$ cat src/rtl/core/assert_macros.svh
// Assertion macros shared by the sequencer RTL.
`ifndef ASSERT_MACROS_SVH
`define ASSERT_MACROS_SVH

`ifndef ASSERT_OFF
// Consequent must hold in the same cycle as the antecedent.
`define ASSERT_IMPL(label, clk, rst, ante, cons) \
  label: assert property (@(posedge clk) disable iff (rst) (ante) |-> (cons)) \
    else $error("assertion failed");
// Consequent must hold in the cycle after the antecedent.
`define ASSERT_NEXT(label, clk, rst, ante, cons) \
  label: assert property (@(posedge clk) disable iff (rst) (ante) |=> (cons)) \
    else $error("assertion failed");
`else
`define ASSERT_IMPL(label, clk, rst, ante, cons)
`define ASSERT_NEXT(label, clk, rst, ante, cons)
`endif

`endif

$ cat src/rtl/core/pabs_pkg.sv
// Types, codes and constants of the phased-array burst sequencer.
`timescale 1ns / 1ps
package pabs_pkg;

  // Request operation codes
  typedef enum logic [2:0] {
    OP_START_US  = 3'd0,
    OP_START_IR  = 3'd1,
    OP_CPU_CYCLE = 3'd2,
    OP_PWM_EVENT = 3'd3,
    OP_TIMER     = 3'd4
  } op_t;

  // Configuration register indexes
  localparam int CFG_INDEX_W = 3;
  localparam logic [CFG_INDEX_W-1:0] REG_BURST_COUNT     = 3'd0;
  localparam logic [CFG_INDEX_W-1:0] REG_RECEIVER_ON     = 3'd1;
  localparam logic [CFG_INDEX_W-1:0] REG_GROUND_OFF      = 3'd2;
  localparam logic [CFG_INDEX_W-1:0] REG_FINISH          = 3'd3;
  localparam logic [CFG_INDEX_W-1:0] REG_INFRARED_LENGTH = 3'd4;
  localparam int CFG_DATA_W = 8;

  // Register reset values
  localparam logic [6:0] BURST_COUNT_RST     = 7'd10;
  localparam logic [7:0] RECEIVER_ON_RST     = 8'd60;
  localparam logic [7:0] GROUND_OFF_RST      = 8'd70;
  localparam logic [7:0] FINISH_RST          = 8'd80;
  localparam logic [7:0] INFRARED_LENGTH_RST = 8'd40;

  // Stagger delay in cpu cycles per steering angle magnitude
  localparam int STAGGER_W = 10;
  localparam logic [4:0] STAGGER_MIN = 5'd3;
  localparam logic [4:0] STAGGER_MAX = 5'd30;
  localparam logic [STAGGER_W-1:0] STAGGER_TABLE [0:30] = '{
    10'd0,   10'd0,   10'd0,   10'd19,  10'd38,  10'd57,  10'd76,  10'd94,
    10'd113, 10'd132, 10'd151, 10'd170, 10'd189, 10'd211, 10'd230, 10'd249,
    10'd268, 10'd287, 10'd305, 10'd324, 10'd344, 10'd362, 10'd385, 10'd403,
    10'd420, 10'd439, 10'd458, 10'd476, 10'd494, 10'd515, 10'd538
  };

  localparam logic [7:0] TICK_MAX = 8'd255;

  // Request payload
  typedef struct packed {
    logic [2:0]        operation;
    logic signed [7:0] steer_angle;
    logic [7:0]        period_mask;
  } cmd_t;

  // Result payload
  typedef struct packed {
    logic [7:0] channel_enables;
    logic       transmit_enable;
    logic       ground_switch_closed;
    logic       receiver_enable;
    logic       infrared_out;
    logic       busy_res;
    logic       finished;
  } rsp_t;

  // Control from the sequencer to the channel bank
  typedef struct packed {
    logic enable;  // enable the indexed channel
    logic count;   // count period events
  } chan_ctrl_t;

endpackage

$ cat src/rtl/core/pabs_chan_bank.sv
// Channel bank: per-channel enables and PWM period burst counters.
`timescale 1ns / 1ps
module pabs_chan_bank import pabs_pkg::*; #(
  parameter int CHANNEL_COUNT = 8
) (
  input  logic                             clk,
  input  logic                             rst,
  input  chan_ctrl_t                       ctrl,
  input  logic [$clog2(CHANNEL_COUNT)-1:0] enable_index,
  input  logic [7:0]                       period_mask,
  input  logic [6:0]                       burst_count,
  output logic [CHANNEL_COUNT-1:0]         enabled_next,
  output logic [CHANNEL_COUNT-1:0]         stopped
);

  localparam int PadW = (CHANNEL_COUNT > 8) ? CHANNEL_COUNT : 8;

  logic [CHANNEL_COUNT-1:0] enabled;
  logic [6:0]               counters      [CHANNEL_COUNT];
  logic [6:0]               counters_next [CHANNEL_COUNT];
  logic [PadW-1:0]          mask_pad;
  logic [CHANNEL_COUNT-1:0] set_bit;

  // Mask bits at or above eight never reach a channel
  assign mask_pad = PadW'(period_mask);
  assign set_bit  = ctrl.enable ? (CHANNEL_COUNT'(1) << enable_index) : '0;

  // Count events on running channels, stop at the burst length
  always_comb begin
    for (int ch = 0; ch < CHANNEL_COUNT; ch++) begin
      counters_next[ch] = counters[ch];
      stopped[ch]       = 1'b0;
      if (ctrl.count && mask_pad[ch] && enabled[ch]) begin
        if (7'(counters[ch] + 7'd1) >= burst_count) begin
          counters_next[ch] = '0;
          stopped[ch]       = 1'b1;
        end else begin
          counters_next[ch] = 7'(counters[ch] + 7'd1);
        end
      end
    end
    enabled_next = (enabled & ~stopped) | set_bit;
  end

  always_ff @(posedge clk) begin
    if (rst) begin
      enabled <= '0;
      for (int ch = 0; ch < CHANNEL_COUNT; ch++) counters[ch] <= '0;
    end else begin
      enabled <= enabled_next;
      for (int ch = 0; ch < CHANNEL_COUNT; ch++) counters[ch] <= counters_next[ch];
    end
  end

endmodule

$ cat src/rtl/core/phased_array_burst_sequencer.sv
// Top level of the phased-array burst sequencer: phase control, timers, result register.
// The result of an accepted request is registered and is valid in the cycle after it is accepted.
// Throughput: one request per cycle; a new request is taken at the edge where the waiting
// result leaves, and cmd_stall rises only when the result register is full and rsp_stall is high.
// The whole update for one request is combinational logic ahead of the result register.
// Reset (synchronous): phase idle, all channels and outputs off, counters cleared,
// configuration registers back to their defaults; no clearing pass is needed.
`timescale 1ns / 1ps
`include "assert_macros.svh"
module phased_array_burst_sequencer import pabs_pkg::*; #(
  parameter int CHANNEL_COUNT = 8
) (
  input  logic                   clk,
  input  logic                   rst,
  input  logic                   cfg_write,
  input  logic [CFG_INDEX_W-1:0] cfg_index,
  input  logic [CFG_DATA_W-1:0]  cfg_data,
  input  logic                   cmd_valid,
  output logic                   cmd_stall,
  input  cmd_t                   cmd,
  output logic                   rsp_valid,
  input  logic                   rsp_stall,
  output rsp_t                   rsp
);

  localparam int IdxW  = $clog2(CHANNEL_COUNT);
  localparam int LeftW = $clog2(CHANNEL_COUNT + 1);
  localparam int PadW  = (CHANNEL_COUNT > 8) ? CHANNEL_COUNT : 8;
  localparam logic [IdxW-1:0]  LastIdx = IdxW'(CHANNEL_COUNT - 1);
  localparam logic [LeftW-1:0] AllLeft = LeftW'(CHANNEL_COUNT);

  typedef enum logic [2:0] {
    PH_IDLE, PH_STAGGER, PH_SEND, PH_ATTENUATE, PH_INFRARED
  } phase_t;

  // Configuration registers
  logic [6:0] burst_count;
  logic [7:0] receiver_on_base, ground_off_base, finish_base, infrared_length;

  // Sequencer state
  phase_t               phase, phase_next;
  logic                 reverse_order, reverse_order_next;
  logic [IdxW-1:0]      next_channel, next_channel_next;
  logic [LeftW-1:0]     channels_left, channels_left_next;
  logic [STAGGER_W-1:0] stagger_reload, stagger_reload_next;
  logic [STAGGER_W-1:0] stagger_count, stagger_count_next;
  logic [IdxW-1:0]      final_channel, final_channel_next;
  logic [7:0]           tick_count, tick_count_next;
  logic                 driver_on, driver_on_next;
  logic                 ground_on, ground_on_next;
  logic                 receiver_on, receiver_on_next;
  logic                 infrared_on, infrared_on_next;
  logic                 done;

  // Working signals
  logic                     accept;
  op_t                      op;
  logic [7:0]               magnitude;
  logic [IdxW-1:0]          enable_index;
  logic [IdxW-1:0]          stepped_index;
  logic                     do_enable;
  logic [STAGGER_W-1:0]     stagger_dec;
  logic [7:0]               tick_inc;
  logic [8:0]               tick_plus_half;
  chan_ctrl_t               chan_ctrl;
  logic [CHANNEL_COUNT-1:0] enabled_next;
  logic [CHANNEL_COUNT-1:0] stopped;
  logic [PadW-1:0]          enabled_pad;

  assign accept    = cmd_valid && !cmd_stall;
  assign cmd_stall = rsp_valid && rsp_stall;
  assign op        = op_t'(cmd.operation);
  assign magnitude = cmd.steer_angle[7] ? 8'(-cmd.steer_angle) : 8'(cmd.steer_angle);

  // Configuration writes
  always_ff @(posedge clk) begin
    if (rst) begin
      burst_count      <= BURST_COUNT_RST;
      receiver_on_base <= RECEIVER_ON_RST;
      ground_off_base  <= GROUND_OFF_RST;
      finish_base      <= FINISH_RST;
      infrared_length  <= INFRARED_LENGTH_RST;
    end else if (cfg_write) begin
      case (cfg_index)
        REG_BURST_COUNT:     burst_count      <= cfg_data[6:0];
        REG_RECEIVER_ON:     receiver_on_base <= cfg_data;
        REG_GROUND_OFF:      ground_off_base  <= cfg_data;
        REG_FINISH:          finish_base      <= cfg_data;
        REG_INFRARED_LENGTH: infrared_length  <= cfg_data;
        default: ;
      endcase
    end
  end

  // Channel to enable: the first one on a start, else the stored next one
  always_comb begin
    enable_index = next_channel;
    if (op == OP_START_US) enable_index = cmd.steer_angle[7] ? LastIdx : '0;
    if (reverse_order_next) begin
      stepped_index = (enable_index == '0) ? LastIdx : IdxW'(enable_index - 1'b1);
    end else begin
      stepped_index = (enable_index == LastIdx) ? '0 : IdxW'(enable_index + 1'b1);
    end
  end

  assign stagger_dec    = (stagger_count != '0) ? STAGGER_W'(stagger_count - 1'b1) : '0;
  assign tick_inc       = (tick_count == TICK_MAX) ? TICK_MAX : 8'(tick_count + 8'd1);
  assign tick_plus_half = {1'b0, tick_inc} + {3'b000, burst_count[6:1]};

  // Next state for the accepted request
  always_comb begin
    phase_next          = phase;
    reverse_order_next  = reverse_order;
    next_channel_next   = next_channel;
    channels_left_next  = channels_left;
    stagger_reload_next = stagger_reload;
    stagger_count_next  = stagger_count;
    final_channel_next  = final_channel;
    tick_count_next     = tick_count;
    driver_on_next      = driver_on;
    ground_on_next      = ground_on;
    receiver_on_next    = receiver_on;
    infrared_on_next    = infrared_on;
    done                = 1'b0;
    do_enable           = 1'b0;
    chan_ctrl           = '0;

    if (accept) begin
      case (op)
        OP_START_US: begin
          if (phase == PH_IDLE) begin
            receiver_on_next   = 1'b0;
            driver_on_next     = 1'b1;
            reverse_order_next = cmd.steer_angle[7];
            stagger_reload_next = (magnitude >= 8'(STAGGER_MIN) &&
                                   magnitude <= 8'(STAGGER_MAX)) ?
                                  STAGGER_TABLE[magnitude[4:0]] : '0;
            final_channel_next = cmd.steer_angle[7] ? '0 : LastIdx;
            channels_left_next = AllLeft;
            do_enable          = 1'b1;
          end
        end
        OP_START_IR: begin
          if (phase == PH_IDLE) begin
            infrared_on_next = 1'b1;
            tick_count_next  = '0;
            phase_next       = PH_INFRARED;
          end
        end
        OP_CPU_CYCLE: begin
          if (phase == PH_STAGGER) begin
            stagger_count_next = stagger_dec;
            if (stagger_dec == '0) do_enable = 1'b1;
          end
        end
        OP_PWM_EVENT: begin
          chan_ctrl.count = 1'b1;
          if (stopped[final_channel] && phase == PH_SEND) begin
            driver_on_next  = 1'b0;
            ground_on_next  = 1'b1;
            tick_count_next = '0;
            phase_next      = PH_ATTENUATE;
          end
        end
        OP_TIMER: begin
          if (phase == PH_ATTENUATE) begin
            tick_count_next = tick_inc;
            if (tick_plus_half > {1'b0, receiver_on_base}) receiver_on_next = 1'b1;
            if (tick_plus_half > {1'b0, ground_off_base})  ground_on_next   = 1'b0;
            if (tick_plus_half > {1'b0, finish_base}) begin
              tick_count_next = '0;
              phase_next      = PH_IDLE;
              done            = 1'b1;
            end
          end else if (phase == PH_INFRARED) begin
            tick_count_next = tick_inc;
            if (tick_inc > infrared_length) begin
              infrared_on_next = 1'b0;
              tick_count_next  = '0;
              phase_next       = PH_IDLE;
              done             = 1'b1;
            end
          end
        end
        default: ;
      endcase

      // Enable one channel and advance the stagger sequence
      if (do_enable) begin
        chan_ctrl.enable   = 1'b1;
        next_channel_next  = stepped_index;
        stagger_count_next = stagger_reload_next;
        channels_left_next = (channels_left_next != '0) ?
                             LeftW'(channels_left_next - 1'b1) : '0;
        phase_next = (channels_left_next == '0) ? PH_SEND : PH_STAGGER;
      end
    end
  end

  pabs_chan_bank #(
    .CHANNEL_COUNT(CHANNEL_COUNT)
  ) u_chan_bank (
    .clk          (clk),
    .rst          (rst),
    .ctrl         (chan_ctrl),
    .enable_index (enable_index),
    .period_mask  (cmd.period_mask),
    .burst_count  (burst_count),
    .enabled_next (enabled_next),
    .stopped      (stopped)
  );

  assign enabled_pad = PadW'(enabled_next);

  // Hold state and the result register; load the payload on each accepted request
  always_ff @(posedge clk) begin
    if (rst) begin
      phase          <= PH_IDLE;
      reverse_order  <= 1'b0;
      next_channel   <= '0;
      channels_left  <= '0;
      stagger_reload <= '0;
      stagger_count  <= '0;
      final_channel  <= '0;
      tick_count     <= '0;
      driver_on      <= 1'b0;
      ground_on      <= 1'b0;
      receiver_on    <= 1'b0;
      infrared_on    <= 1'b0;
      rsp_valid      <= 1'b0;
    end else begin
      phase          <= phase_next;
      reverse_order  <= reverse_order_next;
      next_channel   <= next_channel_next;
      channels_left  <= channels_left_next;
      stagger_reload <= stagger_reload_next;
      stagger_count  <= stagger_count_next;
      final_channel  <= final_channel_next;
      tick_count     <= tick_count_next;
      driver_on      <= driver_on_next;
      ground_on      <= ground_on_next;
      receiver_on    <= receiver_on_next;
      infrared_on    <= infrared_on_next;
      if (accept) begin
        rsp_valid                <= 1'b1;
        rsp.channel_enables      <= enabled_pad[7:0];
        rsp.transmit_enable      <= driver_on_next;
        rsp.ground_switch_closed <= ground_on_next;
        rsp.receiver_enable      <= receiver_on_next;
        rsp.infrared_out         <= infrared_on_next;
        rsp.busy_res             <= (phase_next != PH_IDLE);
        rsp.finished             <= done;
      end else if (!rsp_stall) begin
        rsp_valid <= 1'b0;
      end
    end
  end

  `ASSERT_IMPL(a_driver_in_tx, clk, rst, driver_on, (phase == PH_STAGGER || phase == PH_SEND))
  `ASSERT_IMPL(a_ir_phase, clk, rst, 1'b1, (infrared_on == (phase == PH_INFRARED)))
  `ASSERT_IMPL(a_stagger_left, clk, rst, (phase == PH_STAGGER), (channels_left != '0))
  `ASSERT_NEXT(a_rsp_follows, clk, rst, accept, rsp_valid)

endmodule

$ cat config.mk
export PLATFORM = sky130hd
export DESIGN_NAME = phased_array_burst_sequencer
export DESIGN_NICKNAME = d
export VERILOG_FILES = /design/src/rtl/core/pabs_pkg.sv /design/src/rtl/core/pabs_chan_bank.sv /design/src/rtl/core/phased_array_burst_sequencer.sv
export VERILOG_INCLUDE_DIRS = /design/src /design/src/rtl/core
export SDC_FILE = /design/constraint.sdc
export NUM_CORES = 1
export LEC_CHECK = 0
export BUFFER_PORTS_ARGS = -buffer_cell sky130_fd_sc_hd__buf_2
export CELL_PAD_IN_SITES_DETAIL_PLACEMENT = 2
export CELL_PAD_IN_SITES_GLOBAL_PLACEMENT = 2
export CORE_MARGIN = 5
export CORE_UTILIZATION = 41
export CTS_CLUSTER_DIAMETER = 50
export DETAILED_ROUTE_END_ITERATION = 16
export HOLD_SLACK_MARGIN = 0.02
export MAX_ROUTING_LAYER = met4
export PLACE_DENSITY_LB_ADDON = 0.1
export REMOVE_ABC_BUFFERS = 1
export SYNTH_ARGS = -nofsm -noshare
export SYNTH_HDL_FRONTEND = slang
export SYNTH_SLANG_ARGS = --single-unit
$ cat constraint.sdc
create_clock -name clk -period 6.8 [get_ports clk]
set_input_delay 1.36 -clock clk [delete_from_list [all_inputs] [get_ports clk]]
set_output_delay 1.36 -clock clk [all_outputs]
set_load 0.05 [all_outputs]
Word level (Yosys, flattened, before mapping)
Memory sizes are Yosys's and may differ from the RTL's.
Index checks and enable logic that the tools add are counted.
W data, S select, Z words.
{"block": "op_classes", "addsub": 15, "n_lt_le_gt_ge": 16, "eq_ne": 18, "shifts": 1, "mux": 122, "bitwise_logic": 13, "reduce_logical": 43}
{"operator": "$mux W7", "count": 24}
{"operator": "$mux W10", "count": 9}
{"operator": "$mux W8", "count": 9}
{"operator": "$add A7 B1 Y7 const B", "count": 8}
{"operator": "$ge A7 B7 Y1", "count": 8}
{"operator": "$mux W1", "count": 51}
{"operator": "$mux W3", "count": 14}
{"operator": "$gt A9 B8 Y1", "count": 3}
{"operator": "$pmux W8 S3", "count": 1}
{"operator": "$logic_and A1 B1 Y1", "count": 20}
{"operator": "$mux W4", "count": 5}
{"operator": "$eq A3 B2 Y1 const B", "count": 6}
{"operator": "$reduce_and A2 Y1", "count": 7}
{"operator": "$eq A3 B3 Y1 const B", "count": 4}
{"operator": "$logic_not A3 Y1", "count": 4}
{"operator": "$logic_not A10 Y1", "count": 1}
{"operator": "$pmux W1 S2", "count": 5}
{"operator": "$reduce_bool A10 Y1", "count": 1}
{"operator": "$sub A10 B1 Y10 const B", "count": 1}
{"operator": "$add A8 B6 Y9", "count": 1}
{"operator": "$eq A3 B1 Y1 const B", "count": 3}
{"operator": "$pmux W3 S3", "count": 1}
{"operator": "$add A8 B1 Y8 const B", "count": 1}
{"operator": "$and A8 B8 Y8", "count": 1}
{"operator": "other kinds (28)", "count": 40}
{"block": "word_totals", "regBits": 108, "mem_bits_rw": 56, "rom_bits": 320, "input_bits": 35, "out_inout_bits": 16, "memories": 2}
{"memory": "(no name shown)", "words": 32, "width": 10, "rd": 1, "rd_clocked_by_memory_dff": 0, "wr": 0, "line": "phased_array_burst_sequencer.sv:137", "rtl": "STAGGER_TABLE[magnitude[4:0]] : '0;"}
{"memory": "u_chan_bank.counters", "words": 8, "width": 7, "rd": 8, "rd_clocked_by_memory_dff": 0, "wr": 8, "line": "pabs_chan_bank.sv:19", "rtl": "logic [6:0] counters [CHANNEL_COUNT];"}

Logic depth before layout (Yosys ltp)
Gate-level depths: netlist of run 1.
{"block": "logic_depth", "depth_word": 20, "ltp_mapped": 20, "ltp_nobuf": 19}

Hierarchy
A second synthesis of run 1 with hierarchy kept.
{"block": "unflattened", "cells_unflattened": 1281, "hier_area_um2": 10622.7}
{"mod": "phased_array_burst_sequencer", "n_inst": 1, "cells_each": 752, "area_each_um2": 6222.2}
{"mod": "pabs_chan_bank", "n_inst": 1, "cells_each": 529, "area_each_um2": 4400.5}

Worst setup path after synthesis of run 1
No wires, ideal clock.
{"block": "synth_path", "kind": "reg-to-reg", "start": "register tick_count[0]", "end": "register rsp[1] (netlist name), data pin", "arrival_time_ps": 3664, "required_ps": 6535, "slack_ps": 2871, "path_stages_with_launch": 20, "path_cell_list": "dfxtp_1 -> ha_1 -> and2_1 -> nand3_1 -> nand2b_1 -> ha_1 -> a21o_1 -> a21o_1 -> a21o_1 -> a21oi_1 -> nor2b_1 -> o21ai_0 -> xnor2_1 -> ha_1 -> nand4_1 -> o22ai_1 -> a211oi_1 -> a211oi_1 -> o221a_1 -> or3_1"}
{"block": "synth_via", "elab_chain_len": 10}
{"item": "from (decl)", "line": "phased_array_burst_sequencer.sv:48", "rtl": "logic [7:0] tick_count, tick_count_next;"}
{"item": "from (signal assigned)", "line": "phased_array_burst_sequencer.sv:239", "rtl": "tick_count <= tick_count_next;"}
{"item": "$add A8 B1 Y8 or $eq A8 B8 Y1 (tied branches)", "line": "phased_array_burst_sequencer.sv:107", "rtl": "assign tick_inc = (tick_count == TICK_MAX) ? TICK_MAX : 8'(tick_count + 8'd1);"}
{"item": "$mux W8 *", "line": "phased_array_burst_sequencer.sv:107"}
{"item": "$add A8 B6 Y9 or $gt A8 B8 Y1 (tied branches)", "line": "phased_array_burst_sequencer.sv:108, phased_array_burst_sequencer.sv:177"}
{"item": "$gt A9 B8 Y1 or $mux W3 (tied branches)", "line": "phased_array_burst_sequencer.sv:170, phased_array_burst_sequencer.sv:177"}
{"item": "$mux W3, on equally long branches", "line": "phased_array_burst_sequencer.sv:170, phased_array_burst_sequencer.sv:175"}
{"item": "$mux W3 *", "line": "phased_array_burst_sequencer.sv:166", "rtl": "if (phase == PH_ATTENUATE) begin"}
{"item": "$pmux W3 S3 *", "line": "phased_array_burst_sequencer.sv:129", "rtl": "case (op)"}
{"item": "$mux W3 *", "line": "phased_array_burst_sequencer.sv:189", "rtl": "if (do_enable) begin"}
{"item": "$mux W3 *", "line": "phased_array_burst_sequencer.sv:128", "rtl": "if (accept) begin"}
{"item": "$reduce_bool A3 Y1 *", "line": "phased_array_burst_sequencer.sv:251", "rtl": "rsp.busy_res <= (phase_next != PH_IDLE);"}
{"item": "to (decl)", "line": "phased_array_burst_sequencer.sv:23", "rtl": "output rsp_t rsp"}
Every way passes the cells marked *; elsewhere a longest branch is shown, timed or not.
A chain may end at the register's enable or synchronous reset.

Worst setup path in the final report of run 1
Ends and elaborated chain as after synthesis.

==> impl_metrics.env, run 1 <==
export IMPL_yosysTopAreaCell="dfxtp_1"
export IMPL_status="finished, final reports clean"
export IMPL_post_cts_resized=0
export IMPL_crit_fanout=6
export IMPL_finalCritPeriodShare=0.6678
export IMPL_seq_area_frac_synth=0.3115
export IMPL_relSlewSlack=0.3700
export IMPL_drc=0
export IMPL_antenna_found_initial=0
export IMPL_worstPathCellList="ha_1 -> and2_1 -> nand3_1 -> nand2b_1 -> ha_1 -> a21o_1 -> a21o_1 -> a21o_1 -> a21oi_1 -> nor2b_1 -> o21ai_0 -> xnor2_1 -> ha_1 -> nand4_1 -> o22ai_1 -> a211oi_1 -> a211oi_1 -> o221a_1 -> or3_1"
export IMPL_globalRouteOverflowTotal=0
export IMPL_rows=59
export IMPL_cp_start_kind="flop"
export IMPL_avgRoutedWirePerCell_um=21.73
export IMPL_synthArstFlopShare=0
export IMPL_grt_total_usage=0.2502
export IMPL_synth_top_cell_area_share=0.2728
export IMPL_areaGrowthSynthToFinish_pct=10.67
export IMPL_worst_slew_pin_slew_ps=941.6
export IMPL_criticalPathCategory="reg2reg"
export IMPL_synth_cell_types=76
export IMPL_clk_path_buf_depth=2
export IMPL_highest_layer="met4"
export IMPL_p_per_area_nw_per_um2=187.1
export IMPL_fill_cells=2956
export IMPL_wirelength_um=36970
export IMPL_cp_data_required_time_ps=6980
export IMPL_core_um2=26060
export IMPL_fin_crit_ps=4541
export IMPL_ys_top_cells_by_count="nand2_1, dfxtp_1, ha_1, nor2_1, a21oi_1"
export IMPL_yosysWarnings=0
export IMPL_first_pass_iters=5
export IMPL_fp_dieW_um=172.8
export IMPL_root_buffer="clkbuf_16"
export IMPL_place_area_um2=11430
export IMPL_design_final_nets=1508
export IMPL_hp_class="reg2reg"
export IMPL_synthesis_area_um2=10860
export IMPL_cts_hold_buffers=0
export IMPL_gp_congestion=0.8475
export IMPL_met2_length_um=18530
export IMPL_initialDrtViolationCount=408
export IMPL_die_y_um=172.8
export IMPL_clk_insertion_delay_late_ps=450
export IMPL_grt_max_degree=52
export IMPL_ant_nets=0
export IMPL_post_cts_buffers=0
export IMPL_ys_flop_type="dfxtp_1"
export IMPL_cts_made_buffers=17
export IMPL_cts_tree="done"
export IMPL_leakagePower_nw=5.268
export IMPL_peakVddDrop_mv=0.1293
export IMPL_ys_ff_latch=162
export IMPL_setup_tns_final_ps=0
export IMPL_grt_pass1_vias=11060
export IMPL_synth_avg_cell_area_um2=8.234
export IMPL_dp_hpwl_um=26240
export IMPL_netlist_instances=1319
export IMPL_hold_ws_ps=458.9
export IMPL_maxCapViolations=0
export IMPL_skew_ps=18.85
export IMPL_grt_pass1_wl_um=60330
export IMPL_die_area_um2=29840
export IMPL_synth_edff_count=14
export IMPL_wl_met1_um=17010
export IMPL_finalSetupViolations=0
export IMPL_grt_setup_unrepaired="false"
export IMPL_arrival_ps=4730
export IMPL_wl_met3_um=799
export IMPL_port_buffers=50
export IMPL_finalHoldViolCount=0
export IMPL_ys_top_cells_by_area="dfxtp_1, ha_1, nand2_1, a21oi_1, edfxtp_1"
export IMPL_max_stage_delay_ps=420
export IMPL_yosysMostFrequentCell="nand2_1"
export IMPL_clkSinkCount=162
export IMPL_initial_core_util=0.4168
export IMPL_max_freq_mhz=220.2
export IMPL_num_vias=10160
export IMPL_cts_reportedPaths_clkPinSlew_ps=80
export IMPL_via_per_inst=5.975
export IMPL_layout_drive_gt1_share=0.08132
export IMPL_end_kind="flop"
export IMPL_htreeDepth=4
export IMPL_stdcell_area_um2=12020
export IMPL_io_pins=51
export IMPL_drv_slew=0
export IMPL_cp_slowest_cell="dfxtp_1"
## cell usage in the layout, fill, tap and decap left out, types with 27 or more instances in the layout
cell / n
a21oi_1: 84
o211ai_1: 36
xor2_1: 40
xnor2_1: 28
nor2_1: 88
ha_1: 120
dfxtp_1: 148
nand3_1: 67
nand2_1: 185
nor3_1: 27
inv_1: 69
o21ai_0: 52
buf_2: 49
a21o_1: 27
## flip-flops by register name (all words and copies together), names as in the netlist, 10 cells and up
register,count
u_chan_bank.counters,56
rsp,14
stagger_count,10
stagger_reload,10
## power by group
group	switching, mW	internal [mW]	total, mW
registers	0.00982	0.975	0.985
clock network	0.469	0.530	0.999
logic	0.181	0.0837	0.265
## cell families after synthesis
family | share of synthesized area
multiplexers | 0.01233
XOR/XNOR | 0.05484
AND/OR/NAND/NOR | 0.2192
adder cells (fa/ha/maj) | 0.1401
AO/OA/AOI/OAI | 0.2202
buffers and inverters | 0.04182
flip-flops | 0.3115
## layout make-up
| class | count | area, um2 | area share |
|---|---|---|---|
| diodes | 1 | 2.502 | 0.0002082 |
| well taps | 335 | 419.2 | 0.03487 |
| multi-input cells | 1041 | 7038 | 0.5856 |
| clock inverters | 13 | 138.9 | 0.01156 |
| flip-flops and latches | 162 | 3383 | 0.2815 |
| inverters | 69 | 259.0 | 0.02155 |
| clock buffers | 19 | 442.9 | 0.03685 |
| repair buffers | 61 | 335.3 | 0.02790 |
## path summary, 6_finish.rpt
check        depth (start not counted)  slack (ps)            from        endpoint
min reg2reg                          2         460  finish_base[5]  finish_base[5]
max                                 19        2260   tick_count[0]          rsp[1]
min                                  2         460  finish_base[5]  finish_base[5]
max reg2reg                         19        2260   tick_count[0]          rsp[1]
## worst max-delay path, delay by kind of cell (launching register included)
kind	cells	cell delay, ps
compound gates	9	1600
fa+ha+maj	3	880
flops	1	420
xor+xnor	1	240
simple gates	6	1170
## routing by layer
metal / global-route usage / vias to the layer above
met5: - / -
met4: 0.05765 / 0
met3: 0.03166 / 45
met2: 0.4335 / 124
met1: 0.3122 / 5116
li1: - / 4878
## through the flow
step / power (mW) / setup WS (ps) / instances / util
final: 2.248 / 2259 / 1701 / 0.4612
after CTS: 2.265 / 2280 / 1700 / 0.4611
after detailed placement: 1.268 / 2257 / 1668 / 0.4388
after floorplan: 1.161 / 1917 / 1272 / -
after global routing: 2.332 / 1867 / 1700 / 0.4611
after global placement: 1.260 / 2412 / 1668 / 0.4388
(Power assumes the default switching activity.)
==> run 2, diff against run 1 <==
--- a/config.mk
+++ b/config.mk
@@ -10,7 +10,7 @@
 export CELL_PAD_IN_SITES_DETAIL_PLACEMENT = 2
 export CELL_PAD_IN_SITES_GLOBAL_PLACEMENT = 2
 export CORE_MARGIN = 5
-export CORE_UTILIZATION = 41
+export CORE_UTILIZATION = 38
 export CTS_CLUSTER_DIAMETER = 50
 export DETAILED_ROUTE_END_ITERATION = 16
 export HOLD_SLACK_MARGIN = 0.02
==> constraint.sdc (replaced) <==
create_clock -name clk -period 4.7 [get_ports clk]
set_input_delay 0.94 -clock clk [delete_from_list [all_inputs] [get_ports clk]]
set_output_delay 0.94 -clock clk [all_outputs]
set_load 0.05 [all_outputs]
==> run 2 against run 1 <==
  * Critical path depth unchanged
  * Die area grew 7.4%
  * Combinational power rose by 44%
  * Register-to-register slack got worse by 2000 ps
  * Sequential power rose by 45%
  * Total power rose by 48%
  * Via count down 0.70%
==> impl_metrics.env, run 2 (same netlist as run 1, synthesis figures left out) <==
export IMPL_rows=61
export IMPL_max_freq_mhz=226.3
export IMPL_grt_total_usage=0.2356
export IMPL_p_comb_frac=0.115
export IMPL_antenna_found_initial=0
export IMPL_die_area_um2=32060
export IMPL_status="finished, final reports clean"
export IMPL_crit_fanout=6
export IMPL_num_vias=10090
export IMPL_port_buffers=50
export IMPL_p_clk_frac=0.456
export IMPL_clk_path_buf_depth=2
export IMPL_io_pins=51
export IMPL_core_um2=28010
export IMPL_p_int_mw=2.408
export IMPL_avgRoutedWirePerCell_um=20.55
export IMPL_areaGrowthSynthToFinish_pct=11.87
export IMPL_cts_made_buffers=17
export IMPL_power_switching_uw=913.3
export IMPL_dp_hpwl_um=26590
export IMPL_criticalPathCategory="reg2reg"
export IMPL_fin_crit_ps=4420
export IMPL_setup_tns_final_ps=0
export IMPL_initialDrtViolationCount=262
export IMPL_grt_setup_unrepaired="false"
export IMPL_finalSetupViolations=0
export IMPL_p_per_area_nw_per_um2=273.4
export IMPL_root_buffer="clkbuf_16"
export IMPL_die_y_um=179.1
export IMPL_cp_data_required_time_ps=4880
export IMPL_pwr_share_seq=0.429
export IMPL_clkSinkCount=162
export IMPL_initial_core_util=0.3877
export IMPL_clk_insertion_delay_late_ps=430
export IMPL_hold_ws_ps=455.5
export IMPL_ant_nets=0
export IMPL_htreeDepth=4
export IMPL_regMostFlops="u_chan_bank.counters"
export IMPL_final_common_cell="nand2_1"
export IMPL_leakagePower_nw=5.302
export IMPL_worst_slew_pin_slew_ps=1090
export IMPL_largest_reg_flops=56
export IMPL_grt_pass1_wl_um=58820
export IMPL_maxCapViolations=0
export IMPL_drv_slew=0
export IMPL_finalHoldViolCount=0
export IMPL_antenna_cells=0
export IMPL_biggestRegsByFlops="u_chan_bank.counters (56), rsp (14)"
export IMPL_end_kind="flop"
export IMPL_hp_class="reg2reg"
export IMPL_finalCritPeriodShare=0.9404
export IMPL_first_pass_iters=4
export IMPL_fp_dieW_um=179.1
export IMPL_cts_reportedPaths_clkPinSlew_ps=70
export IMPL_final_cell_mix="nand2_1, dfxtp_1, ha_1"
export IMPL_cts_tree="done"
export IMPL_place_ws_ps=138.6
export IMPL_swShare=0.2750
export IMPL_arrival_ps=4600
export IMPL_cp_start_kind="flop"
export IMPL_drc=0
export IMPL_peakVddDrop_mv=0.2265
export IMPL_globalRouteOverflowTotal=0
export IMPL_post_cts_buffers=0
export IMPL_wirelength_um=35870
export IMPL_layout_drive_gt1_share=0.08486
export IMPL_grt_pass1_vias=11020
export IMPL_via_per_inst=5.783
export IMPL_gp_congestion=0.8047
export IMPL_design_final_nets=1510
export IMPL_worst_slack_ps=280.2
export IMPL_grt_max_degree=66
export IMPL_skew_ps=8.792
export IMPL_relSlewSlack=0.2684
run 2: routing by layer:
layer	vias to the layer above	track usage	routed length (um)	part of all wire
li1	4878	-	-	-
met2	106	0.4153	17990	0.50
met1	5074	0.2892	16700	0.47
met3	34	0.02615	645	0.018
met5	-	-	0	0
met4	0	0.05596	533	0.015
run 2: final timing paths:
kind                                     from                     endpoint  slack (ps)  depth (start not counted)
setup / recovery                tick_count[0]                       rsp[1]         280                         19
hold / removal    u_chan_bank.counters[0][34]  u_chan_bank.counters[0][34]         460                          2
setup reg to reg                tick_count[0]                       rsp[1]         280                         19
hold reg to reg   u_chan_bank.counters[0][34]  u_chan_bank.counters[0][34]         460                          2
run 2: layout make-up:
cell class                 count  area [um2]
clock inverter                 8       85.08
multi-input combinational   1041        7053
clock buffer                  24       545.5
fill                        3179       15860
tap                          378       473.0
sequential                   162        3383
inverter                      69       259.0
timing repair buffer          63       350.3
run 2: power groups by stage:
stage,sequential (mW),combinational (mW),clock (mW)
4_1_cts,1.43,0.385,1.55
5_1_grt,1.43,0.422,1.60
3_3_place_gp,1.46,0.368,0
2_1_floorplan,1.47,0.211,0
3_5_place_dp,1.46,0.380,0
6_report,1.43,0.381,1.52
run 2: worst max-delay path, stage by stage, from the launching register on:
cell,delay (ps)
dfxtp_1,440
ha_2,270
and2_1,180
nand3_2,180
nand2b_4,160
ha_1,250
a21o_1,170
a21o_1,200
a21o_1,190
a21oi_1,210
nor2b_1,70
o21ai_0,200
xnor2_1,240
ha_1,320
nand4_1,80
o22ai_1,100
a211oi_1,300
a211oi_1,100
o221a_1,160
or3_1,360
run 2: what timing repair did:
item | in CTS | in global routing
hold buffers | 0 | 0
endpoints found under the setup margin | 0 | 9
resized for setup | 0 | 3
run 2: stage by stage:
stage	area, um2	utilization	total power, mW	cells
3_5_place_dp	11500	0.4107	1.837	1713
5_1_grt	12150	0.4337	3.451	1745
4_1_cts	12130	0.4332	3.356	1745
2_1_floorplan	10670	-	1.680	1272
3_3_place_gp	11500	0.4107	1.824	1713
6_report	12150	0.4337	3.322	1745
